===== config.mk =====
export PLATFORM = sky130hd
export DESIGN_NAME = particle_sensor_frame_parser
export DESIGN_NICKNAME = d
export VERILOG_FILES = /design/src/rtl/psfp_pkg.sv /design/src/rtl/particle_sensor_frame_parser.sv /design/src/rtl/psfp_parse.sv
export SDC_FILE = /design/constraint.sdc
export NUM_CORES = 1
export LEC_CHECK = 0
export BUFFER_PORTS_ARGS = -buffer_cell sky130_fd_sc_hd__buf_4
export CAP_MARGIN = 15
export CORE_ASPECT_RATIO = 0.7
export CORE_UTILIZATION = 49
export DETAILED_ROUTE_END_ITERATION = 12
export PLACE_DENSITY = 0.76
export SKIP_LAST_GASP = 1
export SYNTH_ARGS = -nofsm -noshare
export SYNTH_HDL_FRONTEND = slang
export SYNTH_SLANG_ARGS = --single-unit

===== constraint.sdc =====
create_clock -name clock -period 3.7 [get_ports clock]
set_input_delay 0.925 -clock clock [delete_from_list [all_inputs] [get_ports clock]]
set_output_delay 0.925 -clock clock [all_outputs]
set_load 0.005 [all_outputs]

===== src/rtl/psfp_pkg.sv =====
package psfp_pkg;

   // Frame layout
   localparam logic [7:0]  SYNC_FIRST  = 8'h42;
   localparam logic [7:0]  SYNC_SECOND = 8'h4D;
   localparam logic [15:0] FRAME_LEN   = 16'd28;
   localparam logic [4:0]  POS_LENGTH  = 5'd3;
   localparam logic [4:0]  POS_CAP_LO  = 5'd5;
   localparam logic [4:0]  POS_CAP_HI  = 5'd27;
   localparam logic [4:0]  POS_SUM_END = 5'd30;
   localparam logic [4:0]  POS_LAST    = 5'd31;

   // Captured words
   localparam int NUM_VALUES = 12;
   localparam int IDX_W      = 4;
   localparam logic [IDX_W-1:0] IDX_LAST  = IDX_W'(NUM_VALUES - 1);
   localparam logic [15:0]      BAD_VALUE = 16'hFFFF;

   // Stream widths
   localparam int REQ_DATA_W = 8;
   localparam int RSP_DATA_W = 24;

   typedef logic [NUM_VALUES-1:0][15:0] values_type;

   // Frame completion status from the parser
   typedef struct packed {
      logic at_last;   // parser waits for the checksum low byte
      logic done;      // final byte of a frame is being taken
      logic ok;        // checksum matched
   } frame_status_type;

endpackage


===== src/rtl/particle_sensor_frame_parser.sv =====
// The first result transfer of a frame is offered in the cycle after its final byte is taken.
// Throughput: one byte per cycle; twelve result transfers per 32-byte frame, drained
// from a result bank while the next frame's bytes arrive. The final byte of a frame
// stalls only while the previous frame's results have not all been taken.
// Reset (synchronous, active high) returns the parser to the first header byte and
// empties the result bank.
module particle_sensor_frame_parser (
   input  logic                              clock,
   input  logic                              reset,
   input  logic                              req_tvalid,
   output logic                              req_tready,
   input  logic [psfp_pkg::REQ_DATA_W-1:0]   req_tdata,  // [7:0] data_byte
   output logic                              rsp_tvalid,
   input  logic                              rsp_tready,
   output logic [psfp_pkg::RSP_DATA_W-1:0]   rsp_tdata,  // [3:0] quantity_index,
                                                         // [19:4] quantity_value, rest zero
   output logic                              rsp_tuser,  // [0] frame_ok
   output logic                              rsp_tlast   // last_of_frame
);
   import psfp_pkg::*;

   frame_status_type  status;
   values_type        values;
   logic              req_take;
   logic              rsp_take;
   logic              load;
   logic              busy_ff, busy_in;
   logic              ok_ff, ok_in;
   logic [IDX_W-1:0]  cnt_ff, cnt_in;
   logic [15:0]       bank_ff [NUM_VALUES];

   assign req_tready = !(status.at_last && busy_ff);
   assign req_take   = req_tvalid && req_tready;
   assign rsp_take   = rsp_tvalid && rsp_tready;
   assign load       = req_take && status.done;

   psfp_parse u_parse (
      .clock     (clock),
      .reset     (reset),
      .take      (req_take),
      .data_byte (req_tdata),
      .status    (status),
      .values    (values)
   );

   // Load the bank on a completed frame, then step through it per transfer
   always_comb begin
      busy_in = busy_ff;
      ok_in   = ok_ff;
      cnt_in  = cnt_ff;
      if (load) begin
         busy_in = 1'b1;
         ok_in   = status.ok;
         cnt_in  = '0;
      end else if (rsp_take) begin
         if (cnt_ff == IDX_LAST) begin
            busy_in = 1'b0;
         end else begin
            cnt_in = cnt_ff + IDX_W'(1);
         end
      end
   end

   always_ff @(posedge clock) begin
      if (reset) begin
         busy_ff <= 1'b0;
         ok_ff   <= 1'b0;
         cnt_ff  <= '0;
      end else begin
         busy_ff <= busy_in;
         ok_ff   <= ok_in;
         cnt_ff  <= cnt_in;
      end
   end

   // Hold the frame's words, replaced by the failure marker on a bad checksum
   always_ff @(posedge clock) begin
      if (load) begin
         for (int k = 0; k < NUM_VALUES; k++) begin
            bank_ff[k] <= status.ok ? values[k] : BAD_VALUE;
         end
      end
   end

   assign rsp_tvalid = busy_ff;
   assign rsp_tdata  = {(RSP_DATA_W - IDX_W - 16)'(0), bank_ff[cnt_ff], cnt_ff};
   assign rsp_tuser  = ok_ff;
   assign rsp_tlast  = (cnt_ff == IDX_LAST);

endmodule


===== src/rtl/psfp_parse.sv =====
module psfp_parse (
   input  logic                       clock,
   input  logic                       reset,
   input  logic                       take,
   input  logic [7:0]                 data_byte,
   output psfp_pkg::frame_status_type status,
   output psfp_pkg::values_type       values
);
   import psfp_pkg::*;

   logic [4:0]       pos_ff, pos_in;
   logic [7:0]       held_ff, held_in;
   logic [15:0]      sum_ff, sum_in;
   logic [15:0]      cap_ff [NUM_VALUES];
   logic [15:0]      word;
   logic [4:0]       cap_off;
   logic [IDX_W-1:0] cap_idx;
   logic             cap_we;
   logic             done;

   assign word    = {held_ff, data_byte};
   assign cap_off = pos_ff - POS_CAP_LO;
   assign cap_idx = cap_off[IDX_W:1];
   assign cap_we  = take && pos_ff[0] && (pos_ff >= POS_CAP_LO) && (pos_ff <= POS_CAP_HI);

   // Advance position, header checks and checksum accumulation
   always_comb begin
      pos_in  = pos_ff;
      held_in = held_ff;
      sum_in  = sum_ff;
      done    = 1'b0;
      if (take) begin
         priority if ((pos_ff == 5'd0 && data_byte != SYNC_FIRST) ||
                      (pos_ff == 5'd1 && data_byte != SYNC_SECOND)) begin
            pos_in = '0;
            sum_in = '0;
         end else if (pos_ff == POS_LENGTH && word != FRAME_LEN) begin
            pos_in = '0;
            sum_in = '0;
         end else if (pos_ff == POS_LAST) begin
            pos_in = '0;
            sum_in = '0;
            done   = 1'b1;
         end else begin
            if (!pos_ff[0]) begin
               held_in = data_byte;
            end
            if (pos_ff < POS_SUM_END) begin
               sum_in = sum_ff + 16'(data_byte);
            end
            pos_in = pos_ff + 5'd1;
         end
      end
   end

   always_ff @(posedge clock) begin
      if (reset) begin
         pos_ff  <= '0;
         held_ff <= '0;
         sum_ff  <= '0;
      end else begin
         pos_ff  <= pos_in;
         held_ff <= held_in;
         sum_ff  <= sum_in;
      end
   end

   // Capture each data word on its low byte
   always_ff @(posedge clock) begin
      if (cap_we) begin
         cap_ff[cap_idx] <= word;
      end
   end

   always_comb begin
      for (int k = 0; k < NUM_VALUES; k++) begin
         values[k] = cap_ff[k];
      end
   end

   assign status.at_last = (pos_ff == POS_LAST);
   assign status.done    = done;
   assign status.ok      = (word == sum_ff);

endmodule

==> out/results.ini, run 1 <==
[global_routing]
grt.total_usage_pct=19.0
grt_antenna_before_repair=1
met2_usage_pct=30.5
busiest_layer=met2
grt_pass1_wl_mm=49.1
use_met1_pct=26.5
grt.overflow.total=0
grt_use_met3_pct=3.85
grt_pass1_vias=8455
grt_max_degree=44

[logic_synthesis]
synth_mux_area_share_pct=8.17
yosysWarnings=0
synth_largest_area_cell=edfxtp_1
avgSynthCellArea_um2=16.7
netlist_area_um2=16700
syn-instance-count=995
yosys.area_share.adder_pct=1.17
yosysTopAreaCellShare_pct=69.2
synth-xor-area-share_pct=1.42
ys_types=53
synth_top_family_by_area=simple AND/OR/NAND/NOR gates
synth_compound_area_share_pct=2.31
synth_edf_count=384
ys_seq_area_share_pct=73.9
ys_async_sr_fraction_pct=0
synth_ff_type=edfxtp_1
ys_ff_latch=423
synth_area_leaders=edfxtp_1 69%, nand2b_1 7.3%, mux4_2 6.5%
synthSimpleGateAreaFrac_pct=11.4

[clocking]
htreeDepth=2
clk_pin_slew_ps=60
cts-root-buf=clkbuf_16
postCtsSetupRepairBufs=0
cts_buffers=40
cts_tree=yes
cts_resized=0
clock_path_buffers=3
clkSinkCount=423
clk_latency_ps=530
cts_hold_buffers=0

[timing]
relSlewSlack_pct=47.0
layout_worst_path_cycle_share_pct=96.4
finalMaxSlewViolations=0
worst_slew_pin_slew_ps=794
setup_viol=0
rsz0062_at_grt=no
period_needed_ps=3570
hold_viol=0
fmax_mhz=280
finClkSkew_ps=9.94
setup_tns_ps=0

[finish]
area_delta_synth_final_pct=14.4
instances_no_fill=1534
antennaDiodeCount=0
fin_nets=1096
final_cell_mix=384 x edfxtp_1, 194 x nand2b_1, 68 x buf_4
fin_util_pct=56.9
layout-drive-gt1-share_pct=18.6
final_common_cell=edfxtp_1

[critical_path]
r2r_slack_ps=580
cp_max_fo=19
rr_worst_depth=9
path_depth=5
crit_path_cell_trace=buf_4 > mux4_2 > mux2i_1 > o21ai_0 > buf_4
crit_top_cell=buf_4
worstSetupPathType=flop to output pin
critPathCaptureType=output pin
slowest_stage=dfxtp_4
crit_family=multiplexers
cp.required_ps=2770
max_stage_delay_ps=620
crit_buf_inv=2
worst-endpoint-arrival_ps=2640
startpoint_type=flop

[power]
intPower_mw=7.41
p_leak_nw=6.65
power.switching_mw=1.75
ir_drop_uv=246
power_frac_clock_pct=42.9
p_per_area_nw_per_um2=481
pwr-share-comb_pct=0.9
power_frac_seq_pct=56.2
swShare_pct=19.1

[routing]
num_vias=8318
wirelength_mm=32.1
drc=0
final_antenna_net_count=0
dr.pass1.iters=5
drt-initial-drc-count=776
vias_per_cell=5.42
wl_per_cell_um=20.9

[placed_design]
place_inst=1462
io_buffers=35
place.gp.congestion=0.839
dpl.hpwl_mm=20.0

[hold_path]
hold_depth=1
hold_path_class=flop to flop

[floorplanning]
std_cell_rows=56
io_pins=40
fp.dieH_um=156
die_x_um=222
die_area_um2=34800
core_region_area_um2=33500
start_util_pct=49.7

[status]
run_status=finished, final reports clean

[job]
drv_cap=0

per-layer routing:
layer	wire, µm	share of wire [%]	vias up
met2	15200	47	235
li1	-	-	3861
met4	661	2.1	0
met5	0	0	-
met3	2000	6.2	48
met1	14300	44	4174
cell families after synthesis:
group / after synthesis
AOI/OAI and AO/OA: 57
xor gates and xnor gates: 27
adders and majority gates: 15
buffers and inverters: 60
DFF: 423
muxes: 76
other: 1
and+or+nand+nor: 336
power by group through the flow:
stage,sequential [mW],clock [mW],combinational (mW)
floorplan,5.25,0,0.0355
global placement,5.25,0,0.0778
detailed placement,5.25,0,0.0803
CTS,5.15,3.99,0.0808
global route,5.15,4.19,0.0887
finish,5.15,3.93,0.0805
Yosys cell counts (all sizes together) (4+ instances only):
| cell type | instances |
|---|---|
| mux4 | 48 |
| a21oi | 7 |
| mux2i | 28 |
| a21boi | 4 |
| xnor2 | 16 |
| nor2 | 48 |
| nand2 | 34 |
| nand2b | 194 |
| nor3 | 11 |
| nand3 | 9 |
| edfxtp | 384 |
| ha | 14 |
| clkbuf | 26 |
| buf | 26 |
| o21ai | 22 |
| and3 | 10 |
| inv | 8 |
| nand4 | 6 |
| a22o | 7 |
| nor4 | 5 |
| xor2 | 11 |
| nor2b | 4 |
| dfxtp | 39 |
worst register-to-register path: stages (launching register included):
cell and delay, ps:
dfxtp_1 410, ha_1 300, and3_1 210, ha_1 310, nand2_1 140, nand2_1 120, nor3_1 370, nand3_1 240
nor2_2 480, buf_12 240
through the flow:
stage | power, mW | instance area (µm²) | worst slack, ps | hold WS [ps]
after CTS | 9.22 | 19100 | 94.6 | 490
after detailed placement | 5.33 | 17800 | 347 | 471
after floorplan | 5.29 | 16700 | 149 | 454
after global placement | 5.33 | 17800 | 373 | 465
final | 9.16 | 19100 | 134 | 488
after global routing | 9.42 | 19100 | 3.02 | 503
state kept, by name (all words and copies together) (netlist names), named ones only:
signal and count:
u_parse.cap_ff 192, bank_ff 192, u_parse.sum_ff 16, u_parse.pos_ff 5, cnt_ff 4, u_parse.held_ff 8, rsp_tuser 1, rsp_tvalid 1
final timing paths:
check	startpoint	to
worst max-delay path	flop	rsp_tdata[11]
worst min-delay path	u_parse.sum_ff[7]	u_parse.sum_ff[7]
worst max register to register	u_parse.pos_ff[0]	u_parse.cap_ff[2][12]
worst min register to register	u_parse.sum_ff[7]	u_parse.sum_ff[7]
cell type report:
class | count | area [µm²]
Multi-Input combinational cell | 515 | 4150
Timing Repair Buffer | 81 | 771
Inverter | 8 | 30.0
Fill cell | 2484 | 14400
Clock buffer | 47 | 1050
Sequential cell | 423 | 12300
Clock inverter | 25 | 201
Tap cell | 435 | 544
Note: power is estimated with default switching activity, not from simulation.
==> run 2: changes to the inputs <==
- PLACE_DENSITY: 0.76 -> 0.67
==> run 2 against run 1 <==
Sequential cell count stayed put. Worst setup slack lost 36 ps. Routed wire length grew 0.80%. Critical path depth fell by 1. Die area did not move. Via count down 1.3%. Core utilization down 0.090 points. Final cell count shrank 0.13%. Clock skew is 7.5 ps higher. First-iteration DRC count grew 3.0%. Non-clock buffer count is 1 lower. Sequential share of layout area up 0.11 points. Critical path type unchanged. Largest cell class unchanged. Largest power group unchanged.
==> out/results.ini, run 2 (synthesis results as in run 1) <==
[critical_path]
crit_buf_inv=1  ; -1
cp.required_ps=2770  ; about the same
critPathCaptureType=output pin
crit_family=multiplexers
cp_max_fo=14  ; -5
crit_path_cell_trace=mux4_2 > mux2i_1 > o21ai_0 > buf_4
startpoint_type=flop
worstSetupPathType=flop to output pin
slowest_stage=dfxtp_4
worst-endpoint-arrival_ps=2680  ; +40 ps
max_stage_delay_ps=570  ; -50 ps

[floorplanning]
std_cell_rows=56  ; unchanged
core_region_area_um2=33500  ; unchanged
die_x_um=222  ; unchanged
io_pins=40  ; unchanged
start_util_pct=49.7  ; unchanged
die_area_um2=34800  ; unchanged
fp.dieH_um=156  ; unchanged

[clocking]
postCtsSetupRepairBufs=0  ; unchanged
clk_latency_ps=540  ; about the same
cts-root-buf=clkbuf_16
clkSinkCount=423  ; unchanged
cts_resized=0  ; unchanged
clk_pin_slew_ps=70  ; about the same
cts_hold_buffers=0  ; unchanged
cts_tree=yes
cts_buffers=40  ; unchanged
htreeDepth=2  ; unchanged
clock_path_buffers=3  ; unchanged

[global_routing]
met2_usage_pct=30.2  ; -0.31 points
use_met1_pct=27.5  ; +1.1 points
grt.overflow.total=0  ; unchanged
grt_max_degree=72  ; +64%
grt.total_usage_pct=19.2  ; +0.15 points
grt_use_met3_pct=4.00  ; +0.15 points
grt_pass1_vias=7995  ; -5.4%
grt_antenna_before_repair=1  ; unchanged
grt_pass1_wl_mm=49.0  ; -0.27%
busiest_layer=met2

[timing]
setup_tns_ps=0  ; unchanged
hold_viol=0  ; unchanged
worst_slew_pin_slew_ps=817  ; +23.1 ps
finalMaxSlewViolations=0  ; unchanged
finClkSkew_ps=17.4  ; +7.45 ps
holdWs_ps=482  ; -5.80 ps
fmax_mhz=278  ; -1.0%
period_needed_ps=3600  ; +36.1 ps
layout_worst_path_cycle_share_pct=97.3  ; +0.97 points
setup_viol=0  ; unchanged
relSlewSlack_pct=45.5  ; -1.5 points
final.setup.worst_slack_ps=98.1  ; -36.1 ps
rsz0062_at_grt=no

[routing]
wl_per_cell_um=21.1  ; +0.93%
drt-initial-drc-count=799  ; +3.0%
final_antenna_net_count=0  ; unchanged
num_vias=8210  ; -1.3%
dr.pass1.iters=5  ; unchanged
drc=0  ; unchanged
vias_per_cell=5.36  ; -1.2%
wirelength_mm=32.3  ; +0.80%

[finish]
fill_cells=2568  ; +3.4%
top_regs=bank_ff x192, u_parse.cap_ff x192, u_parse.sum_ff x16
fin_nets=1095  ; -0.091%
area_delta_synth_final_pct=14.2
layout-drive-gt1-share_pct=18.4  ; -0.15 points
final_cell_mix=384 x edfxtp_1, 194 x nand2b_1, 73 x buf_4
design_area_um2=19000  ; -0.16%
multi_input_area_um2=4150  ; unchanged
instances_no_fill=1532  ; -0.13%
regArea_um2=12300  ; about the same
antennaDiodeCount=0  ; unchanged
final_common_cell=edfxtp_1

[job]
drv_cap=0  ; unchanged

[power]
swShare_pct=19.0  ; -0.097 points
power_frac_seq_pct=55.3  ; -0.9 points
pwr-share-comb_pct=0.9  ; about the same
power_frac_clock_pct=43.8  ; +0.9 points
power.switching_mw=1.77  ; +1.2%
p_leak_nw=6.66  ; +0.14%
intPower_mw=7.55  ; +1.8%
p_per_area_nw_per_um2=490  ; +1.9%
ir_drop_uv=282  ; +14%

[placed_design]
dpl.hpwl_mm=20.1  ; +0.36%
place_area_um2=17700  ; -0.46%
place_inst=1461  ; -0.068%
io_buffers=35  ; unchanged
place.gp.congestion=0.779  ; -7.0%
dpl_worst_slack_ps=333  ; -13.3 ps

[status]
run_status=finished, final reports clean

[hold_path]
hold_path_class=flop to flop

run 2: final timing paths:
check	startpoint	end	slack, ps	cells past startpoint
setup / recovery	flop	rsp_tdata[11]	100	4
hold / removal	u_parse.cap_ff[6][6]	bank_ff[6][6]	480	1
setup reg to reg	u_parse.pos_ff[0]	u_parse.cap_ff[6][10]	600	9
hold reg to reg	u_parse.cap_ff[6][6]	bank_ff[6][6]	480	1
run 2: per-stage QoR:
step	power [mW]	util, %
finish	9.32	56.8
global route	9.56	56.8
CTS	9.39	56.8
global placement	5.33	52.9
floorplan	5.29	-
detailed placement	5.33	52.9
run 2: final cells by class:
| class | count | area share, % |
|---|---|---|
| repair buffers | 80 | 3.62 |
| inverters | 8 | 0.158 |
| clock buffers | 51 | 5.75 |
| clock inverters | 20 | 1.08 |
| multi-input cells | 515 | 21.8 |
| well taps | 435 | 2.86 |
| flip-flops and latches | 423 | 64.7 |
run 2: power groups by stage:
| stage | registers, mW | clock network, mW | logic [mW] |
|---|---|---|---|
| 3_5_place_dp | 5.25 | 0 | 0.0811 |
| 2_1_floorplan | 5.25 | 0 | 0.0355 |
| 6_report | 5.15 | 4.08 | 0.0812 |
| 3_3_place_gp | 5.25 | 0 | 0.0795 |
| 4_1_cts | 5.15 | 4.16 | 0.0814 |
| 5_1_grt | 5.15 | 4.33 | 0.0890 |
run 2: per-layer routing:
layer	wire (µm)	vias up	share of wire, %
li1	-	3847	-
met1	14600	4067	45
met5	0	-	0
met3	2270	44	7.0
met2	14900	252	46
met4	571	0	1.8
==> run 3: changes to the inputs <==
- SYNTH_HIERARCHICAL: unset -> 1
==> run 3 against run 2 <==
Sequential share of layout area down 0.12 points. Clock power down 9.1%. Worst hold slack worse by 14 ps. Register-to-register slack worse by 30 ps. Global-route usage up 0.14 points. Clock skew up 6.5 ps. Design area up 0.17%. Synthesized cell count up 1.4%. First-iteration DRC count down 28%. Critical path depth up 1. Final cell count up 1.2%. Critical path type unchanged. Critical endpoint is now rsp_tdata[7]. Largest cell class unchanged. Largest power group unchanged. Highest routed layer unchanged.
==> out/results.ini, run 3 <==
[global_routing]
grt.overflow.total=0  ; unchanged
grt_antenna_before_repair=0  ; -1
grt_pass1_wl_mm=49.4  ; +0.86%
grt.total_usage_pct=19.3  ; +0.14 points
grt_pass1_vias=8129  ; +1.7%
grt_max_degree=54  ; -25%

[clocking]
clk_latency_ps=540  ; about the same
cts_hold_buffers=0  ; unchanged
clkSinkCount=423  ; unchanged
cts-root-buf=clkbuf_16
cts_buffers=39  ; -2.5%
cts_tree=yes
clk_pin_slew_ps=60  ; about the same
cts_resized=0  ; unchanged
clock_path_buffers=3  ; unchanged
htreeDepth=2  ; unchanged

[critical_path]
worst-endpoint-arrival_ps=2550  ; -130 ps
cp_max_fo=19  ; +5
worstSetupPathType=flop to output pin
cp.required_ps=2770  ; about the same
critPathCaptureType=output pin
r2r_slack_ps=570  ; -30 ps
startpoint_type=flop

[routing]
num_vias=8336  ; +1.5%
met1_length_mm=15.3  ; +4.5%
vias_per_cell=5.37  ; +0.29%
drt-initial-drc-count=574  ; -28%
dr.pass1.iters=5  ; unchanged
drc=0  ; unchanged
wl_per_cell_um=21.3  ; +0.98%
highest_layer=met4
wl_met3_mm=1.75  ; -23%
wirelength_mm=33.1  ; +2.2%
met2WireLength_mm=15.4  ; +3.8%
final_antenna_net_count=0  ; unchanged

[placed_design]
io_buffers=35  ; unchanged
dpl.hpwl_mm=20.2  ; +0.74%
place_area_um2=17900  ; +0.97%
place.gp.congestion=0.829  ; +6.4%

[floorplanning]
std_cell_rows=56  ; unchanged
die_x_um=223  ; +0.11%
die_area_um2=34800  ; +0.22%
io_pins=40  ; unchanged
core_region_area_um2=33500  ; unchanged
fp.dieH_um=156  ; +0.11%
start_util_pct=49.9  ; +0.11 points

[logic_synthesis]
synth.most_common_cell=edfxtp_1
ys_ff_latch=423  ; unchanged
yosysWarnings=6  ; +6
synth_edf_count=384  ; unchanged
synth.top_cells.by_count=384 x edfxtp_1, 193 x nand2b_1, 41 x mux2i_1, 39 x dfxtp_1, 36 x nor2_1
synth_largest_area_cell=edfxtp_1
yosysTopAreaCellShare_pct=69.1  ; -0.16 points
ys_types=61  ; +15%
syn-instance-count=1009  ; +1.4%
synth_ff_type=edfxtp_1
ys_async_sr_fraction_pct=0  ; unchanged
netlist_area_um2=16700  ; +0.23%
avgSynthCellArea_um2=16.5  ; -1.2%
synth_area_leaders=edfxtp_1 69%, nand2b_1 7.2%, dfxtp_1 4.7%
ys_seq_area_share_pct=73.7  ; -0.17 points

[timing]
setup_tns_ps=0  ; unchanged
period_needed_ps=3480  ; -126 ps
fmax_mhz=288  ; +3.6%
holdWs_ps=469  ; -13.6 ps
rsz0062_at_grt=no
finalMaxSlewViolations=0  ; unchanged
setup_viol=0  ; unchanged
layout_worst_path_cycle_share_pct=94.0  ; -3.4 points
finClkSkew_ps=23.9  ; +6.47 ps
hold_viol=0  ; unchanged
relSlewSlack_pct=46.4  ; +0.91 points
worst_slew_pin_slew_ps=795  ; -22.0 ps

[finish]
final_cell_mix=384 x edfxtp_1, 193 x nand2b_1, 75 x buf_4
area_delta_synth_final_pct=14.1  ; about the same
antennaDiodeCount=0  ; unchanged
final_common_cell=edfxtp_1
layout-drive-gt1-share_pct=18.4  ; -0.045 points
design_area_um2=19100  ; +0.17%
top_regs=bank_ff x192, u_parse/cap_ff x192, u_parse/sum_ff x16
fin_nets=1117  ; +2.0%

[power]
pwr-share-comb_pct=1.2  ; +0.3 points
p_leak_nw=6.60  ; -0.78%
power_frac_seq_pct=57.5  ; +2.2 points
p_per_area_nw_per_um2=470  ; -3.9%
intPower_mw=7.26  ; -3.8%
power.switching_mw=1.70  ; -3.7%
power_frac_clock_pct=41.3  ; -2.5 points
ir_drop_uv=388  ; +38%
swShare_pct=19.0  ; about the same

[status]
run_status=finished, final reports clean

[job]
drv_cap=0  ; unchanged

[hold_path]
hold_path_class=flop to flop

-- run 3: changes by cell type after synthesis, moves of 13 or more --
cell,change
mux4_2,-19
a22oi_1,+16
nand2_1,-15
o221ai_1,+16
a21oi_1,+15
mux2i_1,+13
-- run 3: timing repair --
item	4_1_cts	5_1_grt
hold endpoints to repair	0	0
buffers inserted	0	1
setup endpoints to repair	0	3
-- run 3: worst max-delay path, cell delays in order (launching register included) --
cell and delay [ps]:
dfxtp_4 560, buf_12 250, mux4_2 540, a22oi_1 280, o221ai_1 200, buf_4 180
-- run 3: final timing paths --
path	start	depth (start not counted)	endpoint
min reg2reg	u_parse/sum_ff[5]	2	u_parse/sum_ff[5]
min	u_parse/sum_ff[5]	2	u_parse/sum_ff[5]
max reg2reg	u_parse/pos_ff[1]	10	u_parse/cap_ff[7][6]
max	flop	5	rsp_tdata[7]
-- run 3: through the flow --
stage                     total power [mW]  utilization, %  setup WS (ps)  cells
after floorplan                       5.32               -           -529   1012
after global placement                5.36            53.4            264   1483
after detailed placement              5.36            53.4            240   1483
after CTS                             9.05            56.9           53.3   1550
after global routing                  9.24            56.9            126   1551
final                                 8.97            56.9            224   1551
-- run 3: per-layer routing --
| metal | up-vias | GRT usage, % |
|---|---|---|
| li1 | 3946 | - |
| met1 | 4152 | 27.8 |
| met2 | 192 | 30.6 |
| met3 | 46 | 3.47 |
| met4 | 0 | 4.89 |
| met5 | - | 0 |
-- run 3: power groups by stage --
| stage | logic (mW) | registers, mW | clock network [mW] |
|---|---|---|---|
| after CTS | 0.107 | 5.15 | 3.79 |
| after global placement | 0.105 | 5.26 | 0 |
| after global routing | 0.118 | 5.15 | 3.97 |
| after floorplan | 0.0571 | 5.26 | 0 |
| after detailed placement | 0.106 | 5.26 | 0 |
| final | 0.106 | 5.16 | 3.71 |
-- run 3: area by class of cell --
class / count / area [µm²]
clock inverter: 17 / 129
clock buffer: 50 / 1020
timing repair buffer: 92 / 898
sequential: 423 / 12300
multi-input combinational: 524 / 4120
fill: 2593 / 14400
tap: 435 / 544
inverter: 10 / 37.5
-- run 3: kinds of logic after synthesis --
kind of cell    Yosys count  share of synthesized area [%]
compound gates           94                           4.05
xor+xnor                 24                           1.26
fa+ha+maj                15                           1.17
buf+inv                  65                           1.92
flops                   423                           73.7
mux                      73                           6.84
other cells               1                         0.0225
simple gates            314                           11.0
